**config.mk**
```make
export PLATFORM = sky130hd
export DESIGN_NAME = scancode_to_char_queue
export DESIGN_NICKNAME = d
export VERILOG_FILES = /design/src/rtl/scq_pkg.sv /design/src/rtl/scq_decode.sv /design/src/rtl/scq_layout.sv /design/src/rtl/scq_queue.sv /design/src/rtl/scancode_to_char_queue.sv
export VERILOG_INCLUDE_DIRS = /design/src /design/src/rtl
export SDC_FILE = /design/constraint.sdc
export NUM_CORES = 2
export LEC_CHECK = 0
export BUFFER_PORTS_ARGS = -buffer_cell sky130_fd_sc_hd__buf_2
export CORE_UTILIZATION = 45
export CTS_BUF_LIST = sky130_fd_sc_hd__clkbuf_2
export DETAILED_ROUTE_END_ITERATION = 16
export PLACE_DENSITY = 0.62
export SLEW_MARGIN = 20
export SYNTH_ARGS = -nofsm -noshare
export SYNTH_HDL_FRONTEND = slang
export SYNTH_SLANG_ARGS = --single-unit
```
**constraint.sdc**
```tcl
create_clock -name clock -period 8.4 [get_ports clock]
set_input_delay 0.42 -clock clock [delete_from_list [all_inputs] [get_ports clock]]
set_output_delay 0.42 -clock clock [all_outputs]
set_load 0.01 [all_outputs]
```
**src/rtl/assert_macros.svh**
```systemverilog
// Assertion macros used by the keyboard decoder RTL
`ifndef ASSERT_MACROS_SVH
`define ASSERT_MACROS_SVH

// Same-cycle implication, checked at every clock edge outside reset
`define SCQ_ASSERT_NOW(label, clk, rst, ante, cons) \
   label: assert property (@(posedge clk) disable iff (rst) (ante) |-> (cons)) \
      else $error("assertion failed in keyboard decoder");

// Next-cycle implication, checked at every clock edge outside reset
`define SCQ_ASSERT_NEXT(label, clk, rst, ante, cons) \
   label: assert property (@(posedge clk) disable iff (rst) (ante) |=> (cons)) \
      else $error("assertion failed in keyboard decoder");

`endif

```
**src/rtl/scq_pkg.sv**
```systemverilog
// Shared types and constants for the scancode to character queue
package scq_pkg;

   localparam int QUEUE_DEPTH  = 128;
   localparam int QPTR_W       = $clog2(QUEUE_DEPTH);
   localparam int LAYOUT_DEPTH = 256;
   localparam int LAYOUT_AW    = 8;

   localparam logic [7:0] SC_PREFIX = 8'hE0;
   localparam logic [6:0] SC_LSHIFT = 7'h2A;
   localparam logic [6:0] SC_RSHIFT = 7'h36;
   localparam logic [6:0] SC_CAPS   = 7'h3A;
   localparam logic [7:0] CASE_FLIP = 8'h20;

   typedef enum logic [1:0] {
      OP_SCAN = 2'd0,
      OP_LOAD = 2'd1,
      OP_POP  = 2'd2,
      OP_NONE = 2'd3
   } op_type;

   // Per-request control produced at accept time
   typedef struct packed {
      logic lookup;
      logic pop;
      logic caps;
   } ctl_type;

   typedef struct packed {
      logic       push;
      logic       pop;
      logic [7:0] data;
   } qcmd_type;

   typedef struct packed {
      logic full;
      logic nonempty;
      logic has_next;
   } qstat_type;

endpackage

```
**src/rtl/scq_decode.sv**
```systemverilog
// Scancode prefix, shift and caps lock tracking, and lookup classification
module scq_decode (
   input  logic                             clock,
   input  logic                             reset,
   input  logic                             accept,
   input  logic [1:0]                       op,
   input  logic                             from_aux,
   input  logic [7:0]                       scan_byte,
   output scq_pkg::ctl_type                 ctl,
   output logic [scq_pkg::LAYOUT_AW-1:0]    lookup_addr
);

   logic prefix_ff, prefix_in;
   logic shift_ff, shift_in;
   logic caps_ff, caps_in;
   logic is_shift;
   logic lookup;
   logic is_scan;

   assign is_shift = (scan_byte[6:0] == scq_pkg::SC_LSHIFT) ||
                     (scan_byte[6:0] == scq_pkg::SC_RSHIFT);

   always_comb begin
      prefix_in = prefix_ff;
      shift_in  = shift_ff;
      caps_in   = caps_ff;
      lookup    = 1'b0;
      is_scan   = 1'b0;
      case (scq_pkg::op_type'(op))
         scq_pkg::OP_SCAN: is_scan = !from_aux;
         default:          is_scan = 1'b0;
      endcase
      if (is_scan) begin
         if (scan_byte == scq_pkg::SC_PREFIX) begin
            prefix_in = 1'b1;
         end else if (scan_byte[7]) begin
            // break: release shift only when not prefixed
            if (!prefix_ff && is_shift) begin
               shift_in = 1'b0;
            end
            prefix_in = 1'b0;
         end else if (prefix_ff) begin
            prefix_in = 1'b0;
         end else if (is_shift) begin
            shift_in = 1'b1;
         end else if (scan_byte[6:0] == scq_pkg::SC_CAPS) begin
            caps_in = ~caps_ff;
         end else begin
            lookup = 1'b1;
         end
      end
   end

   always_ff @(posedge clock) begin
      if (reset) begin
         prefix_ff <= 1'b0;
         shift_ff  <= 1'b0;
         caps_ff   <= 1'b0;
      end else if (accept) begin
         prefix_ff <= prefix_in;
         shift_ff  <= shift_in;
         caps_ff   <= caps_in;
      end
   end

   assign ctl.lookup  = lookup;
   assign ctl.pop     = (scq_pkg::op_type'(op) == scq_pkg::OP_POP);
   assign ctl.caps    = caps_ff;
   assign lookup_addr = {shift_ff, scan_byte[6:0]};

endmodule

```
**src/rtl/scq_layout.sv**
```systemverilog
// Layout table memory with per-entry valid bits so reset reads as empty
module scq_layout (
   input  logic                             clock,
   input  logic                             reset,
   input  logic                             wr_en,
   input  logic                             rd_en,
   input  logic [scq_pkg::LAYOUT_AW-1:0]    addr,
   input  logic [7:0]                       wr_data,
   output logic [7:0]                       rd_data
);

   logic [7:0]                        mem [scq_pkg::LAYOUT_DEPTH];
   logic [scq_pkg::LAYOUT_DEPTH-1:0]  valid_ff;
   logic [7:0]                        data_ff;
   logic                              ok_ff;

   always_ff @(posedge clock) begin
      if (wr_en) begin
         mem[addr] <= wr_data;
      end
      if (rd_en) begin
         data_ff <= mem[addr];
         ok_ff   <= valid_ff[addr];
      end
   end

   always_ff @(posedge clock) begin
      if (reset) begin
         valid_ff <= '0;
      end else if (wr_en) begin
         valid_ff[addr] <= 1'b1;
      end
   end

   assign rd_data = ok_ff ? data_ff : 8'd0;

endmodule

```
**src/rtl/scq_queue.sv**
```systemverilog
// Character ring queue: one memory, read and write pointers
`include "assert_macros.svh"

module scq_queue (
   input  logic                clock,
   input  logic                reset,
   input  scq_pkg::qcmd_type   cmd,
   output scq_pkg::qstat_type  stat,
   output logic [7:0]          rd_data
);

   logic [7:0]                 mem [scq_pkg::QUEUE_DEPTH];
   logic [scq_pkg::QPTR_W-1:0] rp_ff, rp_in;
   logic [scq_pkg::QPTR_W-1:0] wp_ff, wp_in;
   logic [scq_pkg::QPTR_W-1:0] rp_next, wp_next;
   logic [7:0]                 rd_ff;
   logic                       push_fire;
   logic                       pop_fire;

   localparam logic [scq_pkg::QPTR_W-1:0] LAST = scq_pkg::QPTR_W'(scq_pkg::QUEUE_DEPTH - 1);

   assign rp_next = (rp_ff == LAST) ? '0 : rp_ff + 1'b1;
   assign wp_next = (wp_ff == LAST) ? '0 : wp_ff + 1'b1;

   assign stat.full     = (wp_next == rp_ff);
   assign stat.nonempty = (rp_ff != wp_ff);

   assign push_fire = cmd.push && !stat.full;
   assign pop_fire  = cmd.pop && stat.nonempty;

   always_comb begin
      rp_in = rp_ff;
      wp_in = wp_ff;
      if (push_fire) begin
         wp_in = wp_next;
      end
      if (pop_fire) begin
         rp_in = rp_next;
      end
   end

   assign stat.has_next = (rp_in != wp_in);

   always_ff @(posedge clock) begin
      if (reset) begin
         rp_ff <= '0;
         wp_ff <= '0;
      end else begin
         rp_ff <= rp_in;
         wp_ff <= wp_in;
      end
   end

   always_ff @(posedge clock) begin
      if (push_fire) begin
         mem[wp_ff] <= cmd.data;
      end
      if (pop_fire) begin
         rd_ff <= mem[rp_ff];
      end
   end

   assign rd_data = rd_ff;

   `SCQ_ASSERT_NOW(a_full_not_empty, clock, reset, stat.full, stat.nonempty)
   `SCQ_ASSERT_NEXT(a_push_fills, clock, reset, push_fire, stat.nonempty)
   `SCQ_ASSERT_NEXT(a_idle_holds, clock, reset, !push_fire && !pop_fire,
                    $stable(rp_ff) && $stable(wp_ff))

endmodule

```
**src/rtl/scancode_to_char_queue.sv**
```systemverilog
// Top level of the set 1 scancode decoder with character queue
// Takes one request per clock with no bubbles while rsp_tready stays high;
// rsp_tvalid for a request is registered: the layout is read at accept into
// the lookup stage; the queue update follows when it moves on. While a result
// waits on rsp_tready, one more request is taken into the lookup stage and
// then req_tready drops until the result is taken. Rate is set by the
// single port of the layout table (read or written at accept) and the queue
// memory (one push or one pop per cycle in the second stage). The layout
// table comes out of reset empty at once through per-entry valid bits; there
// is no clearing pass. The queue holds at most QUEUE_DEPTH-1 characters; a
// character decoded into a full queue is dropped and flagged.
module scancode_to_char_queue (
   input  logic        clock,
   input  logic        reset,
   // req_tdata: scan_byte[7:0], table_shifted[8], table_index[15:9], table_char[23:16]
   input  logic        req_tvalid,
   output logic        req_tready,
   input  logic [23:0] req_tdata,
   // req_tuser: op[1:0], from_aux[2]
   input  logic [2:0]  req_tuser,
   // rsp_tdata: char_out[7:0], char_valid[8], has_char[9], dropped[10], zero[15:11]
   output logic        rsp_tvalid,
   input  logic        rsp_tready,
   output logic [15:0] rsp_tdata,
   input  logic        csr_valid,
   output logic        csr_ready,
   input  logic        csr_data
);

   logic                           accept;
   logic                           is_load;
   logic                           s1_en, s2_en, s1_move;
   logic                           s1_valid_ff, s1_valid_in;
   scq_pkg::ctl_type               s1_ctl_ff;
   scq_pkg::ctl_type               dec_ctl;
   logic [scq_pkg::LAYOUT_AW-1:0]  dec_addr;
   logic [scq_pkg::LAYOUT_AW-1:0]  lay_addr;
   logic [7:0]                     lay_data;
   logic [7:0]                     ch;
   logic                           ch_ok;
   scq_pkg::qcmd_type              qcmd;
   scq_pkg::qstat_type             qstat;
   logic [7:0]                     q_data;
   logic                           enable_ff;
   logic                           rsp_valid_ff, rsp_valid_in;
   logic                           char_valid_ff;
   logic                           has_char_ff;
   logic                           dropped_ff;

   assign s2_en      = !rsp_valid_ff || rsp_tready;
   assign s1_en      = !s1_valid_ff || s2_en;
   assign s1_move    = s1_valid_ff && s2_en;
   assign req_tready = s1_en;
   assign accept     = req_tvalid && req_tready;
   assign csr_ready  = 1'b1;

   // table entry address: shifted half select on top, make code below
   assign is_load  = (scq_pkg::op_type'(req_tuser[1:0]) == scq_pkg::OP_LOAD);
   assign lay_addr = is_load ? {req_tdata[8], req_tdata[15:9]} : dec_addr;

   scq_decode u_decode (
      .clock       (clock),
      .reset       (reset),
      .accept      (accept),
      .op          (req_tuser[1:0]),
      .from_aux    (req_tuser[2]),
      .scan_byte   (req_tdata[7:0]),
      .ctl         (dec_ctl),
      .lookup_addr (dec_addr)
   );

   scq_layout u_layout (
      .clock   (clock),
      .reset   (reset),
      .wr_en   (accept && is_load),
      .rd_en   (accept),
      .addr    (lay_addr),
      .wr_data (req_tdata[23:16]),
      .rd_data (lay_data)
   );

   // caps lock swaps the case of ASCII letters only
   always_comb begin
      ch = lay_data;
      if (s1_ctl_ff.caps) begin
         if (lay_data inside {[8'h61:8'h7A]}) begin
            ch = lay_data - scq_pkg::CASE_FLIP;
         end else if (lay_data inside {[8'h41:8'h5A]}) begin
            ch = lay_data + scq_pkg::CASE_FLIP;
         end
      end
   end

   assign ch_ok     = s1_ctl_ff.lookup && enable_ff && (lay_data != 8'd0);
   assign qcmd.push = s1_move && ch_ok;
   assign qcmd.pop  = s1_move && s1_ctl_ff.pop;
   assign qcmd.data = ch;

   scq_queue u_queue (
      .clock   (clock),
      .reset   (reset),
      .cmd     (qcmd),
      .stat    (qstat),
      .rd_data (q_data)
   );

   assign s1_valid_in  = accept ? 1'b1 : (s1_move ? 1'b0 : s1_valid_ff);
   assign rsp_valid_in = s2_en ? s1_valid_ff : rsp_valid_ff;

   always_ff @(posedge clock) begin
      if (reset) begin
         s1_valid_ff  <= 1'b0;
         rsp_valid_ff <= 1'b0;
         enable_ff    <= 1'b1;
      end else begin
         s1_valid_ff  <= s1_valid_in;
         rsp_valid_ff <= rsp_valid_in;
         if (csr_valid && csr_ready) begin
            enable_ff <= csr_data;
         end
      end
   end

   always_ff @(posedge clock) begin
      if (accept) begin
         s1_ctl_ff <= dec_ctl;
      end
      if (s1_move) begin
         char_valid_ff <= s1_ctl_ff.pop && qstat.nonempty;
         has_char_ff   <= qstat.has_next;
         dropped_ff    <= ch_ok && qstat.full;
      end
   end

   assign rsp_tvalid = rsp_valid_ff;
   assign rsp_tdata  = {5'd0, dropped_ff, has_char_ff, char_valid_ff,
                        (char_valid_ff ? q_data : 8'd0)};

endmodule
```
==> impl_metrics.py <==
metrics = {
    "route": {
        "drt_first_pass_iters": 16,
        "via_count": 75600,
        "drtIter0Drc": 9862,
        "number_of_remaining_drc_errors": 0,
        "route.detailed.wl_per_inst_um": 28.6,
        "route.detailed.vias_per_inst": 6.09,
        "ant_nets": 0,
        "routed_wirelength_um": 355000,
    },
    "synth": {
        "ys_async_sr_fraction_pct": 0,
        "flops_latches_synth": 3371,
        "syn_avg_cell_area_um2": 17.2,
        "synth_top_flop_cell": "sky130_fd_sc_hd__edfxtp_1",
        "synth_edf_count": 3095,
        "ys.warnings.count": 0,
        "yosysSeqAreaShare_pct": 77.2,
        "synthesis.area_um2": 127000,
        "syn-instance-count": 7393,
        "post_synth_num_cell_types": 80,
    },
    "finish": {
        "stdcell_count": 12400,
        "multiInputGateArea_um2": 26900,
        "layout-drive-gt1-share_pct": 22.3,
        "fillCellCount": 23400,
        "num-nets-final": 8035,
        "finalInstanceArea_um2": 141000,
        "layout-area-overhead-vs-synth_pct": 10.7,
        "seqCellArea_um2": 98500,
    },
    "cts": {
        "post_cts_resize_count": 0,
        "clock-root-buffer": "sky130_fd_sc_hd__clkbuf_2",
        "tritoncts.num_buffers": 808,
        "clkSlewWorstSetupHoldPaths_ns": 0.11,
        "clock_tree_from_tritoncts": "built",
        "cts_htree_levels": 6,
        "clockBufferDepth": 4,
        "tritoncts_num_sinks": 3371,
        "clock_latency_ns": 2.33,
    },
    "sta": {
        "unrepaired_setup_endpoints_after_global_routing": "false",
        "timing_hold_violations_final": 0,
        "tns_ns": 0,
        "final_min_period_ns": 5.00,
        "worst_slew_margin_rel_pct": 19.0,
        "final_min_period_over_clock_period_pct": 59.5,
        "worst-slew-pin-transition_ns": 1.21,
        "maxSlewViolCount": 0,
        "final.setup_skew_ns": 0.308,
        "achievable-frequency_mhz": 200,
        "hold_slack_ns": 0.160,
        "finish_stage_setup_viols": 0,
    },
    "placement": {
        "gp_routability_congestion": 0.855,
        "hpwlAfterDp_um": 199000,
        "port_buffers": 45,
        "placedCellCount": 10800,
        "detailed_place.area_um2": 132000,
    },
    "critical_path": {
        "worstReg2RegStart": "u_layout.ok_ff$_DFFE_PP_",
        "worst_setup_path_end_kind": "flop",
        "required_worst_endpoint_ns": 10.53,
        "setup.worst_path.end": "u_layout.data_ff[2]$_DFFE_PP_",
        "cp-startpoint": "req_tuser[0]",
        "cp.arrival_ns": 7.13,
        "worstSetupStartpointType": "primary input",
        "setup.worst_path.class": "in2reg",
        "r2r_setup_slack_ns": 3.49,
        "r2r.worst_path.cells": 6,
        "crit_path_max_fanout": 47,
        "r2r-end": "u_queue.mem[3][2]$_DFFE_PP_",
    },
    "global_routing": {
        "first_global_vias": 74200,
        "grt_first_pass_wirelength_um": 510000,
        "grt_max_degree": 170,
        "gr-total-overflow": 0,
        "track_usage_pct": 24.3,
        "number_of_antenna_violations_at_the_first_check_in_global_routing": 22,
    },
    "flow_run": {
        "max-cap-violations": 0,
    },
    "floorplan": {
        "floorplan.die.width_um": 534,
        "fp.dieH_um": 534,
        "placementRows": 195,
        "placeable_core_region_um2": 282000,
        "die-area_um2": 285000,
        "start_util_pct": 45.2,
        "boundaryPins": 52,
    },
    "power": {
        "power.density_nw_per_um2": 223,
        "leakage_nw": 44.8,
        "vdd_drop_max_mv": 0.141,
    },
    "run_status": {
        "outcome": "finished, final reports clean",
    },
    "worst_hold_path": {
        "hold_path_depth": 6,
        "hold_class": "in2reg",
    },
}
-- cells by family (layout without fill, tap and decap cells) --
| group | after synthesis | after routing | synth area share, % |
|---|---|---|---|
| and+or+nand+nor | 1485 | 1485 | 5.05 |
| xor gates and xnor gates | 28 | 28 | 0.198 |
| muxes | 352 | 352 | 6.07 |
| DFF | 3371 | 3371 | 77.2 |
| AOI/OAI and AO/OA | 1611 | 1611 | 9.56 |
| other | 2 | 18 | 0.00589 |
| adders and majority gates | 5 | 5 | 0.0491 |
| buffers and inverters | 539 | 1804 | 1.81 |
-- area by class of cell --
type                            count  area share, %
Sequential cell                  3371           69.8
Multi-Input combinational cell   3487           19.1
Clock buffer                     1226           4.35
Tap cell                         3743           3.32
Timing Repair Buffer              313           2.22
Clock inverter                    249           1.15
Inverter                           16         0.0426
Antenna cell                       12         0.0213
-- sequential cells by signal (all words and copies together) (netlist names), 3 cells and up --
signal / flops
s1_ctl_ff: 3
u_layout.data_ff: 8
u_layout.mem: 2048
u_layout.valid_ff: 256
u_queue.mem: 1024
u_queue.rd_data: 8
u_queue.rp_ff: 7
u_queue.wp_ff: 7
-- worst max-delay path, cell delays in order --
cell	delay, ns
sky130_fd_sc_hd__dlygate4sd3_1	0.55
sky130_fd_sc_hd__dlygate4sd3_1	0.58
sky130_fd_sc_hd__buf_2	0.15
sky130_fd_sc_hd__dlygate4sd3_1	0.62
sky130_fd_sc_hd__nand2b_1	0.51
sky130_fd_sc_hd__mux2i_4	0.84
sky130_fd_sc_hd__buf_4	0.65
sky130_fd_sc_hd__a22oi_1	0.18
sky130_fd_sc_hd__and3_1	0.22
sky130_fd_sc_hd__a311oi_1	0.54
sky130_fd_sc_hd__a311oi_1	0.10
sky130_fd_sc_hd__dlygate4sd3_1	0.59
sky130_fd_sc_hd__o32a_1	0.35
sky130_fd_sc_hd__o221ai_1	0.21
sky130_fd_sc_hd__dlygate4sd3_1	0.58
-- where the power goes --
group	leakage, nW	internal, mW	total, mW	switching (mW)
sequential	30.3	18.4	18.5	0.0166
combinational	8.66	0.462	1.94	1.47
clock	5.85	4.28	11.1	6.77
total	44.8	23.2	31.4	8.26
-- timing repair --
| item | CTS | global route |
|---|---|---|
| setup buffers | 0 | 0 |
| hold buffers | 124 | 0 |
| hold endpoints to repair | 4331 | 0 |
-- synth_stat cells (43+ instances only) --
cell	count	share of area, %
sky130_fd_sc_hd__a31oi_1	44	0.22
sky130_fd_sc_hd__nor2_1	919	2.7
sky130_fd_sc_hd__a21oi_1	154	0.60
sky130_fd_sc_hd__a22o_1	89	0.61
sky130_fd_sc_hd__nand2_1	103	0.30
sky130_fd_sc_hd__dfxtp_1	276	4.3
sky130_fd_sc_hd__a22oi_1	873	5.1
sky130_fd_sc_hd__a221o_1	43	0.34
sky130_fd_sc_hd__buf_1	129	0.38
sky130_fd_sc_hd__a311oi_1	88	0.60
sky130_fd_sc_hd__nand3_1	271	1.1
sky130_fd_sc_hd__buf_2	181	0.71
sky130_fd_sc_hd__edfxtp_1	3095	73
sky130_fd_sc_hd__a221oi_1	151	1.0
sky130_fd_sc_hd__mux4_2	336	5.9
sky130_fd_sc_hd__clkbuf_1	197	0.58
sky130_fd_sc_hd__and3_1	62	0.30
sky130_fd_sc_hd__o22ai_1	63	0.31
-- worst min path at each step --
stage               slack, ns                           startpoint                                   to
floorplan                0.42        u_decode.caps_ff$_SDFFE_PP0P_               s1_ctl_ff[0]$_DFFE_PP_
global placement         0.45  u_layout.valid_ff[243]$_SDFFE_PP0P_  u_layout.valid_ff[243]$_SDFFE_PP0P_
detailed placement       0.46   u_layout.valid_ff[39]$_SDFFE_PP0P_   u_layout.valid_ff[39]$_SDFFE_PP0P_
CTS                     0.003                         req_tdata[3]           s1_ctl_ff[2]$_SDFFCE_PP0P_
global route             0.07                         req_tdata[3]           s1_ctl_ff[2]$_SDFFCE_PP0P_
finish                   0.16                         req_tdata[8]        u_layout.data_ff[5]$_DFFE_PP_
-- per-layer routing --
metal  part of all wire, %  global-route usage [%]  vias up
met5                 0.095                       0        -
met4                   2.9                    8.42       14
met3                    11                    6.28      630
met2                    46                    37.3     4497
met1                    40                    33.8    38500
li1                      -                       -    31900
-- layout by cell type, fill, tap and decap left out, drive strengths merged, types with 5 or more instances in the layout --
master and n:
clkinv 208, diode 12, and3 64, bufinv 7, dfxtp 276, nor4 40
o21ba 13, o21ai 33, o31ai 8, xor2 9, edfxtp 3095, o22ai 63
nor2 919, a21oi 155, buf 191, a221oi 151, a31oi 44, mux4 336
nand2 103, o221ai 9, a311oi 88, ha 5, mux2i 8, clkbuf 1234
inv 47, nand3 273, nor3 22, conb 6, nor2b 13, dlygate4sd3 114
xnor2 19, and2 15, mux2 8, a22o 89, a22oi 873, nand2b 7
a221o 43, a311o 8
-- metrics by stage --
stage	util, %	setup slack (ns)	power, mW
after detailed placement	46.7	3.31	20.7
after floorplan	-	0.801	19.8
after global routing	50.0	3.39	32.5
after CTS	50.0	3.58	31.6
after global placement	46.7	2.98	20.7
final	50.0	3.40	31.4
Power figures use the tool's default switching activity.
